$ cat src/least_squares_line_fit_defines.svh
// ---------------------------------------------------------------------------
// Least squares line fit: assertion macros
// Shared property shapes, clocked on clk_i and disabled while rst_ni is low.
// ---------------------------------------------------------------------------
`ifndef LEAST_SQUARES_LINE_FIT_DEFINES_SVH
`define LEAST_SQUARES_LINE_FIT_DEFINES_SVH

// Consequent must hold in the same cycle as the antecedent.
`define LSF_ASSERT_IMP(lbl, ante, cons, msg) \
  lbl: assert property (@(posedge clk_i) disable iff (!rst_ni) (ante) |-> (cons)) \
    else $error(msg);

// Consequent must hold in the cycle after the antecedent.
`define LSF_ASSERT_NXT(lbl, ante, cons, msg) \
  lbl: assert property (@(posedge clk_i) disable iff (!rst_ni) (ante) |=> (cons)) \
    else $error(msg);

`endif

$ cat src/lsf_pkg.sv
// ---------------------------------------------------------------------------
// Least squares line fit package
// Payload types, controller/datapath interface structs and defaults.
// ---------------------------------------------------------------------------
package lsf_pkg;

  localparam int unsigned X_W   = 12;
  localparam int unsigned Y_W   = 12;
  localparam int unsigned RES_W = 32;

  localparam int unsigned COORD_BITS_DEF = 12;
  localparam int unsigned MAX_POINTS_DEF = 65536;
  localparam int unsigned FRAC_BITS_DEF  = 16;

  typedef struct packed {
    logic [X_W-1:0] x;
    logic [Y_W-1:0] y;
    logic           last;
  } lsf_in_t;

  typedef struct packed {
    logic signed [RES_W-1:0] slope;
    logic signed [RES_W-1:0] intercept;
    logic                    degenerate;
    logic                    saturated;
  } lsf_out_t;

  // Product selected for the shared multiplier
  typedef enum logic [2:0] {
    OP_N_SXX  = 3'd0,
    OP_SX_SX  = 3'd1,
    OP_N_SXY  = 3'd2,
    OP_SX_SY  = 3'd3,
    OP_SXX_SY = 3'd4,
    OP_SXY_SX = 3'd5
  } lsf_op_e;

  typedef struct packed {
    logic    in_ready;
    logic    mul_start;
    lsf_op_e op;
    logic    t1_load;
    logic    den_load;
    logic    num_load;
    logic    div_start;
    logic    slope_load;
    logic    icpt_load;
    logic    out_load;
  } lsf_cmd_t;

  typedef struct packed {
    logic p_last;
    logic mul_done;
    logic div_done;
    logic den_zero;
    logic out_free;
  } lsf_sts_t;

endpackage

$ cat src/lsf_mul.sv
// ---------------------------------------------------------------------------
// Least squares line fit: serial multiplier
// Unsigned shift-and-add multiplier, one multiplier bit per cycle.
// ---------------------------------------------------------------------------
module lsf_mul import lsf_pkg::*; #(
  parameter int unsigned A_W = 40,
  parameter int unsigned B_W = 29,
  parameter int unsigned P_W = 69
) (
  input  logic           clk_i,
  input  logic           rst_ni,
  input  logic           start_i,
  input  logic [A_W-1:0] a_i,
  input  logic [B_W-1:0] b_i,
  output logic           done_o,
  output logic [P_W-1:0] prod_o
);

  localparam int unsigned C_W = $clog2(B_W + 1);

  logic           busy_q, done_q;
  logic [C_W-1:0] cnt_q;
  logic [P_W-1:0] a_q, acc_q;
  logic [B_W-1:0] b_q;

  always_ff @(posedge clk_i or negedge rst_ni) begin
    if (!rst_ni) begin
      busy_q <= 1'b0;
      done_q <= 1'b0;
      cnt_q  <= '0;
    end else if (start_i) begin
      busy_q <= 1'b1;
      done_q <= 1'b0;
      cnt_q  <= '0;
    end else if (busy_q) begin
      cnt_q <= cnt_q + C_W'(1);
      if (cnt_q == C_W'(B_W - 1)) begin
        busy_q <= 1'b0;
        done_q <= 1'b1;
      end
    end else begin
      done_q <= 1'b0;
    end
  end

  always_ff @(posedge clk_i) begin
    if (start_i) begin
      a_q   <= P_W'(a_i);
      b_q   <= b_i;
      acc_q <= '0;
    end else if (busy_q) begin
      if (b_q[0]) begin
        acc_q <= acc_q + a_q;
      end
      a_q <= a_q << 1;
      b_q <= b_q >> 1;
    end
  end

  assign done_o = done_q;
  assign prod_o = acc_q;

endmodule

$ cat src/lsf_div.sv
// ---------------------------------------------------------------------------
// Least squares line fit: serial divider
// Restoring unsigned divider, one quotient bit per cycle.
// ---------------------------------------------------------------------------
module lsf_div import lsf_pkg::*; #(
  parameter int unsigned D_W = 69,
  parameter int unsigned N_W = 85
) (
  input  logic           clk_i,
  input  logic           rst_ni,
  input  logic           start_i,
  input  logic [N_W-1:0] dividend_i,
  input  logic [D_W-1:0] divisor_i,
  output logic           done_o,
  output logic [N_W-1:0] quot_o
);

  localparam int unsigned C_W = $clog2(N_W + 1);

  logic           busy_q, done_q;
  logic [C_W-1:0] cnt_q;
  logic [N_W-1:0] dq_q;
  logic [D_W-1:0] rem_q, dsr_q;
  logic [D_W:0]   rem_sh, diff;
  logic           ge;

  // Shift in the next dividend bit, subtract when the divisor fits
  assign rem_sh = {rem_q, dq_q[N_W-1]};
  assign ge     = rem_sh >= {1'b0, dsr_q};
  assign diff   = rem_sh - {1'b0, dsr_q};

  always_ff @(posedge clk_i or negedge rst_ni) begin
    if (!rst_ni) begin
      busy_q <= 1'b0;
      done_q <= 1'b0;
      cnt_q  <= '0;
    end else if (start_i) begin
      busy_q <= 1'b1;
      done_q <= 1'b0;
      cnt_q  <= '0;
    end else if (busy_q) begin
      cnt_q <= cnt_q + C_W'(1);
      if (cnt_q == C_W'(N_W - 1)) begin
        busy_q <= 1'b0;
        done_q <= 1'b1;
      end
    end else begin
      done_q <= 1'b0;
    end
  end

  always_ff @(posedge clk_i) begin
    if (start_i) begin
      dq_q  <= dividend_i;
      dsr_q <= divisor_i;
      rem_q <= '0;
    end else if (busy_q) begin
      rem_q <= ge ? diff[D_W-1:0] : rem_sh[D_W-1:0];
      dq_q  <= {dq_q[N_W-2:0], ge};
    end
  end

  assign done_o = done_q;
  assign quot_o = dq_q;

endmodule

$ cat src/lsf_datapath.sv
// ---------------------------------------------------------------------------
// Least squares line fit: datapath
// Point products and sums, fit terms, divider results and output register.
// ---------------------------------------------------------------------------
module lsf_datapath import lsf_pkg::*; #(
  parameter int unsigned COORD_BITS = COORD_BITS_DEF,
  parameter int unsigned MAX_POINTS = MAX_POINTS_DEF,
  parameter int unsigned FRAC_BITS  = FRAC_BITS_DEF
) (
  input  logic     clk_i,
  input  logic     rst_ni,
  input  lsf_cmd_t cmd_i,
  output lsf_sts_t sts_o,
  input  logic     in_valid_i,
  input  lsf_in_t  in_req_i,
  output logic     out_valid_o,
  input  logic     out_ready_i,
  output lsf_out_t out_res_o
);

  `include "least_squares_line_fit_defines.svh"

  localparam int unsigned CW     = (COORD_BITS < X_W) ? COORD_BITS : X_W;
  localparam int unsigned CNT_W  = $clog2(MAX_POINTS + 1);
  localparam int unsigned SX_W   = CW + CNT_W;
  localparam int unsigned SXX_W  = 2 * CW + CNT_W;
  localparam int unsigned PROD_W = SXX_W + SX_W;
  localparam int unsigned DVD_W  = PROD_W + FRAC_BITS;
  localparam int unsigned QX_W   = (DVD_W > RES_W + 1) ? DVD_W : RES_W + 1;

  // Product stage
  logic              pv_q, plast_q;
  logic [CW-1:0]     px_q, py_q;
  logic [2*CW-1:0]   pxy_q, pxx_q;
  logic [CW-1:0]     xm, ym;

  // Sums
  logic [CNT_W-1:0]  cnt_q;
  logic [SX_W-1:0]   sx_q, sy_q;
  logic [SXX_W-1:0]  sxy_q, sxx_q;

  // Fit terms
  logic [SXX_W-1:0]  mul_a;
  logic [SX_W-1:0]   mul_b;
  logic [PROD_W-1:0] prod, t1_q, den_q, mag_q;
  logic              neg_q, mul_done;
  logic [DVD_W-1:0]  quot;
  logic              div_done;

  logic [QX_W-1:0]   qx;
  logic [RES_W-1:0]  qlow, qval;
  logic              qsat;

  logic [RES_W-1:0]  slope_q, icpt_q;
  logic              sat_s_q, sat_i_q;

  logic              out_valid_q;
  lsf_out_t          out_q;
  logic              in_fire;

  assign in_fire = in_valid_i && cmd_i.in_ready;
  assign xm      = in_req_i.x[CW-1:0];
  assign ym      = in_req_i.y[CW-1:0];

  always_ff @(posedge clk_i or negedge rst_ni) begin
    if (!rst_ni) begin
      pv_q <= 1'b0;
    end else begin
      pv_q <= in_fire;
    end
  end

  always_ff @(posedge clk_i) begin
    if (in_fire) begin
      plast_q <= in_req_i.last;
      px_q    <= xm;
      py_q    <= ym;
      pxy_q   <= (2*CW)'(xm) * (2*CW)'(ym);
      pxx_q   <= (2*CW)'(xm) * (2*CW)'(xm);
    end
  end

  // Accumulate; points past the capacity are dropped
  always_ff @(posedge clk_i or negedge rst_ni) begin
    if (!rst_ni) begin
      cnt_q <= '0;
      sx_q  <= '0;
      sy_q  <= '0;
      sxy_q <= '0;
      sxx_q <= '0;
    end else if (cmd_i.out_load) begin
      cnt_q <= '0;
      sx_q  <= '0;
      sy_q  <= '0;
      sxy_q <= '0;
      sxx_q <= '0;
    end else if (pv_q && (cnt_q < CNT_W'(MAX_POINTS))) begin
      cnt_q <= cnt_q + CNT_W'(1);
      sx_q  <= sx_q + SX_W'(px_q);
      sy_q  <= sy_q + SX_W'(py_q);
      sxy_q <= sxy_q + SXX_W'(pxy_q);
      sxx_q <= sxx_q + SXX_W'(pxx_q);
    end
  end

  // Operand select: the narrower factor goes to the serial side
  always_comb begin
    unique case (cmd_i.op)
      OP_N_SXX: begin
        mul_a = sxx_q;
        mul_b = SX_W'(cnt_q);
      end
      OP_SX_SX: begin
        mul_a = SXX_W'(sx_q);
        mul_b = sx_q;
      end
      OP_N_SXY: begin
        mul_a = sxy_q;
        mul_b = SX_W'(cnt_q);
      end
      OP_SX_SY: begin
        mul_a = SXX_W'(sx_q);
        mul_b = sy_q;
      end
      OP_SXX_SY: begin
        mul_a = sxx_q;
        mul_b = sy_q;
      end
      OP_SXY_SX: begin
        mul_a = sxy_q;
        mul_b = sx_q;
      end
      default: begin
        mul_a = '0;
        mul_b = '0;
      end
    endcase
  end

  lsf_mul #(
    .A_W (SXX_W),
    .B_W (SX_W),
    .P_W (PROD_W)
  ) u_mul (
    .clk_i   (clk_i),
    .rst_ni  (rst_ni),
    .start_i (cmd_i.mul_start),
    .a_i     (mul_a),
    .b_i     (mul_b),
    .done_o  (mul_done),
    .prod_o  (prod)
  );

  always_ff @(posedge clk_i) begin
    if (cmd_i.t1_load) begin
      t1_q <= prod;
    end
    if (cmd_i.den_load) begin
      den_q <= t1_q - prod;
    end
    if (cmd_i.num_load) begin
      neg_q <= t1_q < prod;
      mag_q <= (t1_q < prod) ? (prod - t1_q) : (t1_q - prod);
    end
  end

  lsf_div #(
    .D_W (PROD_W),
    .N_W (DVD_W)
  ) u_div (
    .clk_i      (clk_i),
    .rst_ni     (rst_ni),
    .start_i    (cmd_i.div_start),
    .dividend_i (DVD_W'(mag_q) << FRAC_BITS),
    .divisor_i  (den_q),
    .done_o     (div_done),
    .quot_o     (quot)
  );

  // Apply the sign and clamp to the 32-bit range
  assign qx   = QX_W'(quot);
  assign qlow = qx[RES_W-1:0];
  assign qsat = (|qx[QX_W-1:RES_W])
             || (neg_q ? (qlow > {1'b1, {(RES_W - 1){1'b0}}}) : qlow[RES_W-1]);
  always_comb begin
    if (neg_q) begin
      qval = qsat ? {1'b1, {(RES_W - 1){1'b0}}} : (RES_W'(0) - qlow);
    end else begin
      qval = qsat ? {1'b0, {(RES_W - 1){1'b1}}} : qlow;
    end
  end

  always_ff @(posedge clk_i) begin
    if (cmd_i.slope_load) begin
      slope_q <= qval;
      sat_s_q <= qsat;
    end
    if (cmd_i.icpt_load) begin
      icpt_q  <= qval;
      sat_i_q <= qsat;
    end
  end

  always_ff @(posedge clk_i or negedge rst_ni) begin
    if (!rst_ni) begin
      out_valid_q <= 1'b0;
    end else if (cmd_i.out_load) begin
      out_valid_q <= 1'b1;
    end else if (out_ready_i) begin
      out_valid_q <= 1'b0;
    end
  end

  always_ff @(posedge clk_i) begin
    if (cmd_i.out_load) begin
      if (den_q == '0) begin
        out_q.slope      <= '0;
        out_q.intercept  <= '0;
        out_q.degenerate <= 1'b1;
        out_q.saturated  <= 1'b0;
      end else begin
        out_q.slope      <= $signed(slope_q);
        out_q.intercept  <= $signed(icpt_q);
        out_q.degenerate <= 1'b0;
        out_q.saturated  <= sat_s_q || sat_i_q;
      end
    end
  end

  assign sts_o.p_last   = pv_q && plast_q;
  assign sts_o.mul_done = mul_done;
  assign sts_o.div_done = div_done;
  assign sts_o.den_zero = den_q == '0;
  assign sts_o.out_free = !out_valid_q || out_ready_i;

  assign out_valid_o = out_valid_q;
  assign out_res_o   = out_q;

  `LSF_ASSERT_NXT(a_sums_cleared, cmd_i.out_load,
                  (cnt_q == '0) && (sxx_q == '0) && out_valid_q,
                  "sums not cleared or result not posted after a fit")

endmodule

$ cat src/lsf_ctrl.sv
// ---------------------------------------------------------------------------
// Least squares line fit: controller
// Sequences the six products, two divisions and the result write.
// ---------------------------------------------------------------------------
module lsf_ctrl import lsf_pkg::*; (
  input  logic     clk_i,
  input  logic     rst_ni,
  input  lsf_sts_t sts_i,
  output lsf_cmd_t cmd_o
);

  `include "least_squares_line_fit_defines.svh"

  typedef enum logic [6:0] {
    S_ACC    = 7'b0000001,
    S_MSTART = 7'b0000010,
    S_MWAIT  = 7'b0000100,
    S_DENCHK = 7'b0001000,
    S_DSTART = 7'b0010000,
    S_DWAIT  = 7'b0100000,
    S_OUT    = 7'b1000000
  } lsf_state_e;

  lsf_state_e state_q, state_d;
  lsf_op_e    op_q, op_d;

  always_ff @(posedge clk_i or negedge rst_ni) begin
    if (!rst_ni) begin
      state_q <= S_ACC;
      op_q    <= OP_N_SXX;
    end else begin
      state_q <= state_d;
      op_q    <= op_d;
    end
  end

  always_comb begin
    state_d = state_q;
    op_d    = op_q;
    cmd_o   = '0;
    cmd_o.op = op_q;
    unique case (state_q)
      S_ACC: begin
        cmd_o.in_ready = !sts_i.p_last;
        if (sts_i.p_last) begin
          op_d    = OP_N_SXX;
          state_d = S_MSTART;
        end
      end
      S_MSTART: begin
        cmd_o.mul_start = 1'b1;
        state_d         = S_MWAIT;
      end
      S_MWAIT: begin
        if (sts_i.mul_done) begin
          unique case (op_q) inside
            OP_N_SXX: begin
              cmd_o.t1_load = 1'b1;
              op_d          = OP_SX_SX;
              state_d       = S_MSTART;
            end
            OP_SX_SX: begin
              cmd_o.den_load = 1'b1;
              state_d        = S_DENCHK;
            end
            OP_N_SXY: begin
              cmd_o.t1_load = 1'b1;
              op_d          = OP_SX_SY;
              state_d       = S_MSTART;
            end
            OP_SXX_SY: begin
              cmd_o.t1_load = 1'b1;
              op_d          = OP_SXY_SX;
              state_d       = S_MSTART;
            end
            OP_SX_SY, OP_SXY_SX: begin
              cmd_o.num_load = 1'b1;
              state_d        = S_DSTART;
            end
            default: begin
              state_d = S_ACC;
            end
          endcase
        end
      end
      S_DENCHK: begin
        // Fewer than two distinct x: skip the divisions
        if (sts_i.den_zero) begin
          state_d = S_OUT;
        end else begin
          op_d    = OP_N_SXY;
          state_d = S_MSTART;
        end
      end
      S_DSTART: begin
        cmd_o.div_start = 1'b1;
        state_d         = S_DWAIT;
      end
      S_DWAIT: begin
        if (sts_i.div_done) begin
          if (op_q == OP_SX_SY) begin
            cmd_o.slope_load = 1'b1;
            op_d             = OP_SXX_SY;
            state_d          = S_MSTART;
          end else begin
            cmd_o.icpt_load = 1'b1;
            state_d         = S_OUT;
          end
        end
      end
      S_OUT: begin
        // Hold until the output register can take the result
        if (sts_i.out_free) begin
          cmd_o.out_load = 1'b1;
          state_d        = S_ACC;
        end
      end
      default: begin
        state_d = S_ACC;
      end
    endcase
  end

  `LSF_ASSERT_IMP(a_mul_done_wait, sts_i.mul_done, state_q == S_MWAIT,
                  "multiplier finished outside its wait state")
  `LSF_ASSERT_IMP(a_div_done_wait, sts_i.div_done, state_q == S_DWAIT,
                  "divider finished outside its wait state")
  `LSF_ASSERT_IMP(a_out_no_overrun, cmd_o.out_load, sts_i.out_free,
                  "result written over one still waiting")

endmodule

$ cat src/least_squares_line_fit.sv
// ---------------------------------------------------------------------------
// Least squares line fit
// Accumulates points and fits a line by ordinary least squares per set.
// ---------------------------------------------------------------------------
// Usage:
//   Input channel in_valid_i/in_ready_o carries one point request (x, y,
//   last). Points are taken one per cycle while no fit is running. The
//   request with last set closes the set: it is accumulated, then in_ready_o
//   drops while the fit runs.
//   The fit uses a serial shift-add multiplier for six products and a
//   restoring divider for two quotients, one bit per cycle each. The
//   multiplier's serial operand is SX_W = COORD_BITS + clog2(MAX_POINTS+1)
//   bits wide and the dividend is DVD_W = 3*COORD_BITS +
//   2*clog2(MAX_POINTS+1) + FRAC_BITS bits wide. A degenerate set (zero
//   denominator) skips the remaining products and both divisions.
//   Output channel out_valid_o/out_ready_i carries one result per set from
//   an output register; new points are taken while it waits. A stalled
//   receiver holds the result and delays the next fit's write and new points.
//   Reset clears all sums and drops any pending result.
// ---------------------------------------------------------------------------
module least_squares_line_fit import lsf_pkg::*; #(
  parameter int unsigned COORD_BITS = COORD_BITS_DEF,
  parameter int unsigned MAX_POINTS = MAX_POINTS_DEF,
  parameter int unsigned FRAC_BITS  = FRAC_BITS_DEF
) (
  input  logic     clk_i,
  input  logic     rst_ni,
  input  logic     in_valid_i,
  output logic     in_ready_o,
  input  lsf_in_t  in_req_i,
  output logic     out_valid_o,
  input  logic     out_ready_i,
  output lsf_out_t out_res_o
);

  lsf_cmd_t cmd;
  lsf_sts_t sts;

  lsf_ctrl u_ctrl (
    .clk_i  (clk_i),
    .rst_ni (rst_ni),
    .sts_i  (sts),
    .cmd_o  (cmd)
  );

  lsf_datapath #(
    .COORD_BITS (COORD_BITS),
    .MAX_POINTS (MAX_POINTS),
    .FRAC_BITS  (FRAC_BITS)
  ) u_datapath (
    .clk_i       (clk_i),
    .rst_ni      (rst_ni),
    .cmd_i       (cmd),
    .sts_o       (sts),
    .in_valid_i  (in_valid_i),
    .in_req_i    (in_req_i),
    .out_valid_o (out_valid_o),
    .out_ready_i (out_ready_i),
    .out_res_o   (out_res_o)
  );

  assign in_ready_o = cmd.in_ready;

endmodule

$ cat config.mk
export PLATFORM = sky130hd
export DESIGN_NAME = least_squares_line_fit
export DESIGN_NICKNAME = d
export VERILOG_FILES = /design/src/lsf_pkg.sv /design/src/lsf_mul.sv /design/src/lsf_div.sv /design/src/lsf_datapath.sv /design/src/lsf_ctrl.sv /design/src/least_squares_line_fit.sv
export VERILOG_INCLUDE_DIRS = /design/src /design/src/src
export SDC_FILE = /design/constraint.sdc
export NUM_CORES = 2
export LEC_CHECK = 0
export ABC_CLOCK_PERIOD_IN_PS = 16700
export BUFFER_PORTS_ARGS = -buffer_cell sky130_fd_sc_hd__buf_2
export CORE_MARGIN = 8
export CORE_UTILIZATION = 46
export CTS_BUF_LIST = sky130_fd_sc_hd__clkbuf_4 sky130_fd_sc_hd__clkbuf_8
export DETAILED_ROUTE_END_ITERATION = 12
export SETUP_SLACK_MARGIN = 0.2
export SKIP_LAST_GASP = 1
export SYNTH_ARGS = -nofsm -noshare
export SYNTH_HDL_FRONTEND = slang
export SYNTH_SLANG_ARGS = --single-unit
$ cat constraint.sdc
create_clock -name clk_i -period 16.7 [get_ports clk_i]
set_input_delay 2.505 -clock clk_i [delete_from_list [all_inputs] [get_ports clk_i]]
set_output_delay 2.505 -clock clk_i [all_outputs]
set_load 0.02 [all_outputs]
==> results.py <==
metrics = {
    "job": {
        "maxCapViolCount": 0,
    },
    "routing": {
        "firstDrtPassIters": 5,
        "wl_per_cell_um": 19.31,
        "routed_via_density": 5.634,
        "drc_errors": 0,
        "vias": 52107,
        "drt-initial-drc-count": 4069,
        "ant_nets": 0,
        "wl_mm": 178.6,
    },
    "clocking": {
        "cts_root_buffer": "clkbuf_8",
        "clock_path_buffers": 3,
        "cts.sinks": 994,
        "cts_resized": 0,
        "cts_hold_buf": 0,
        "clkTransAtPathRegs_ns": 0.06,
        "cts_tree": "built",
        "insertion_delay_ns": 0.95,
        "cts_buffers": 173,
        "cts_max_level": 4,
        "postCtsSetupBuffers": 0,
    },
    "run_status": {
        "status": "finished, final reports clean",
    },
    "grt": {
        "first_global_vias": 51164,
        "gr-total-overflow": 0,
        "antenna_found_initial": 4,
        "grtUsageTotal_pct": 22.14,
        "grt_first_pass_wirelength_mm": 284.9,
        "grt_max_degree": 85,
    },
    "floorplanning": {
        "initial_utilization_pct": 46.30,
        "io_pins": 97,
        "rows": 140,
        "core_um2": 145700,
        "die_area_um2": 159200,
        "die_w_um": 399.0,
        "die_h_um": 399.0,
    },
    "worst_setup_path": {
        "worstPathRequired_ns": 17.37,
        "crit_fanout": 25,
        "endpoint_kind": "register",
        "critical_path_class": "in -> reg",
        "start_kind": "input port",
        "arrival_ns": 8.02,
    },
    "layout": {
        "drive_above_1_share_pct": 7.028,
        "layout_common_cells": "nand2_1, a21oi_1, edfxtp_1",
        "area_growth_pct": 8.251,
        "num-nets-final": 7867,
        "layout_commonest_cell": "nand2_1",
        "final_cells": 9248,
    },
    "place": {
        "dp_cells": 8920,
        "place_ws_ns": 8.407,
        "dp_hpwl_mm": 134.6,
        "port_buffers": 96,
        "gp_congestion": 0.9157,
    },
    "synth": {
        "synth_area_per_cell_um2": 9.322,
        "yosys_most_used_dff": "edfxtp_1",
        "seq_area_frac_synth_pct": 40.12,
        "synthArstFlopShare_pct": 18.61,
        "syn_area_um2": 67480,
        "ys_warn_count": 0,
        "synth_edf_count": 624,
        "yosysUniqueCellTypes": 96,
        "synth_seq_cells": 994,
        "syn-instance-count": 7239,
        "syn_nets": 7928,
    },
    "sta": {
        "drv_slew": 0,
        "timing.final.crit_share_pct": 44.04,
        "finalSetupTns_ns": 0,
        "min_period_ns": 7.355,
        "slew_headroom_pct": 13.32,
        "rsz0062_at_grt": "no",
        "tightest_slew_ns": 1.295,
        "finalSetupViolations": 0,
        "hold_violations": 0,
        "layout_setup_ws_ns": 9.345,
        "skew_ns": 0.05670,
        "clock.fmax_mhz": 136.0,
    },
    "power": {
        "p_leak_nw": 31.16,
        "power-per-cell-area_nw_per_um2": 163.2,
        "ir_drop_mv": 0.09940,
    },
    "worst_hold_path": {
        "hold_path_class": "reg -> reg",
    },
}
==> flip-flops by register name, indices dropped and copies added, names as in the netlist, 32 cells and up <==
register / cells
u_datapath.t1_q: 70
u_datapath.u_div.rem_q: 70
u_datapath.out_res_o: 66
u_datapath.sxy_q: 41
u_datapath.mag_q: 70
u_datapath.sxx_q: 41
u_datapath.u_div.dsr_q: 70
u_datapath.u_div.quot_o: 86
u_datapath.den_q: 70
u_datapath.u_mul.prod_o: 70
u_datapath.icpt_q: 32
u_datapath.u_mul.a_q: 70
u_datapath.slope_q: 32
==> power breakdown <==
part	total, mW	switching, mW	internal (mW)	leakage (nW)
combinational	5.85	3.52	2.33	19.6
clock	2.38	1.09	1.29	1.95
sequential	3.70	0.446	3.25	9.56
total	11.9	5.06	6.87	31.2
==> worst paths after layout <==
kind                       slack (ns)                 endpoint  depth (start not counted)                         from
max in group asynchronous       12.94  u_datapath.u_div.busy_q                          3                       rst_ni
max reg2reg                     10.38     u_datapath.mag_q[14]                         17           u_datapath.t1_q[0]
min reg2reg                      0.43      u_datapath.t1_q[69]                          0  u_datapath.u_mul.prod_o[69]
max                              9.35     u_datapath.pxx_q[23]                         22                 in_req_i[20]
min in group asynchronous        1.58     u_datapath.sxx_q[14]                          1                       rst_ni
min                              0.43      u_datapath.t1_q[69]                          0  u_datapath.u_mul.prod_o[69]
==> cell usage after synthesis (10+ instances only) <==
cell      count  area share [%]
a211o_1      12            0.16
a211oi_1     52            0.58
a21boi_0     22            0.24
a21o_1      212             2.4
a21oi_1     711             5.3
a221oi_1     14            0.18
a22oi_1      59            0.66
a31o_2       13            0.17
a31oi_1      43            0.40
and2_1      192             1.8
and3_1       39            0.36
and4_1       11            0.14
buf_1        22            0.12
buf_2        24            0.18
clkbuf_1    322             1.8
dfrtp_1     184             6.8
dfxtp_1     185             5.5
edfxtp_1    624              28
fa_1        188             5.6
ha_1        472             8.8
inv_1       621             3.5
mux2i_1     132             2.0
nand2_1     759             4.2
nand2b_1     42            0.39
nand3_1     171             1.3
nand4_1     123             1.1
nor2_1      455             2.5
nor2b_1      98            0.91
nor3_1       85            0.63
nor3b_1      10            0.11
nor4_1       55            0.51
o211ai_1     11            0.12
o21a_1      102             1.1
o21ai_0     346             2.6
o21ai_1      42            0.31
o21bai_1     77            0.86
o221ai_1     48            0.62
o22ai_1      14            0.13
o31ai_1      18            0.20
or2_2        15            0.14
or3_1        47            0.44
xnor2_1     263             3.4
xor2_1      149             1.9
==> per-stage QoR <==
stage	power [mW]	utilization (%)	hold WS [ns]	area [um^2]
after global placement	9.442	47.57	0.4097	69330
final	11.92	50.12	0.4305	73050
after global routing	12.86	50.12	0.4484	73040
after floorplan	8.028	-	0.4082	67480
after detailed placement	9.530	47.57	0.4165	69330
after CTS	11.96	50.12	0.4318	73040
==> metal layers <==
metal,GRT usage [%],wire [um],vias up
li1,-,-,25359
met1,31.10,84690,25191
met2,34.94,79430,1267
met4,8.040,6062,0
met5,0,0,-
met3,3.089,8441,290
==> cell families after synthesis <==
family	after synthesis	share of synthesized area (%)
AOI/OAI and AO/OA	1901	17.50
xor gates and xnor gates	412	5.348
DFF	994	40.12
adders and majority gates	660	14.33
buffers and inverters	1004	5.718
muxes	136	2.025
and+or+nand+nor	2132	14.96
==> worst max-delay path: stages <==
cell and delay, ns:
buf_2 0.46, nand2_1 0.19, inv_1 0.12, fa_1 0.45, fa_1 0.53, inv_1 0.05
fa_1 0.47, inv_1 0.05, fa_1 0.53, inv_1 0.05, fa_1 0.52, inv_1 0.04
ha_1 0.33, nand2_1 0.07, o21ai_0 0.26, a41oi_1 0.24, a21oi_1 0.35, a211oi_1 0.13
nor3_1 0.30, a21o_1 0.16, a21oi_1 0.07, xor2_1 0.14
==> layout make-up <==
cell class              count  area [um^2]
clock inverters            80        679.4
well taps                1917         2399
fillers                 13605        72690
repair buffers            142        847.1
flip-flops and latches    994        27080
diodes                      3        7.507
clock buffers             245         3034
inverters                 626         2359
multi-input cells        5241        36640
Power figures use the tool's default switching activity.
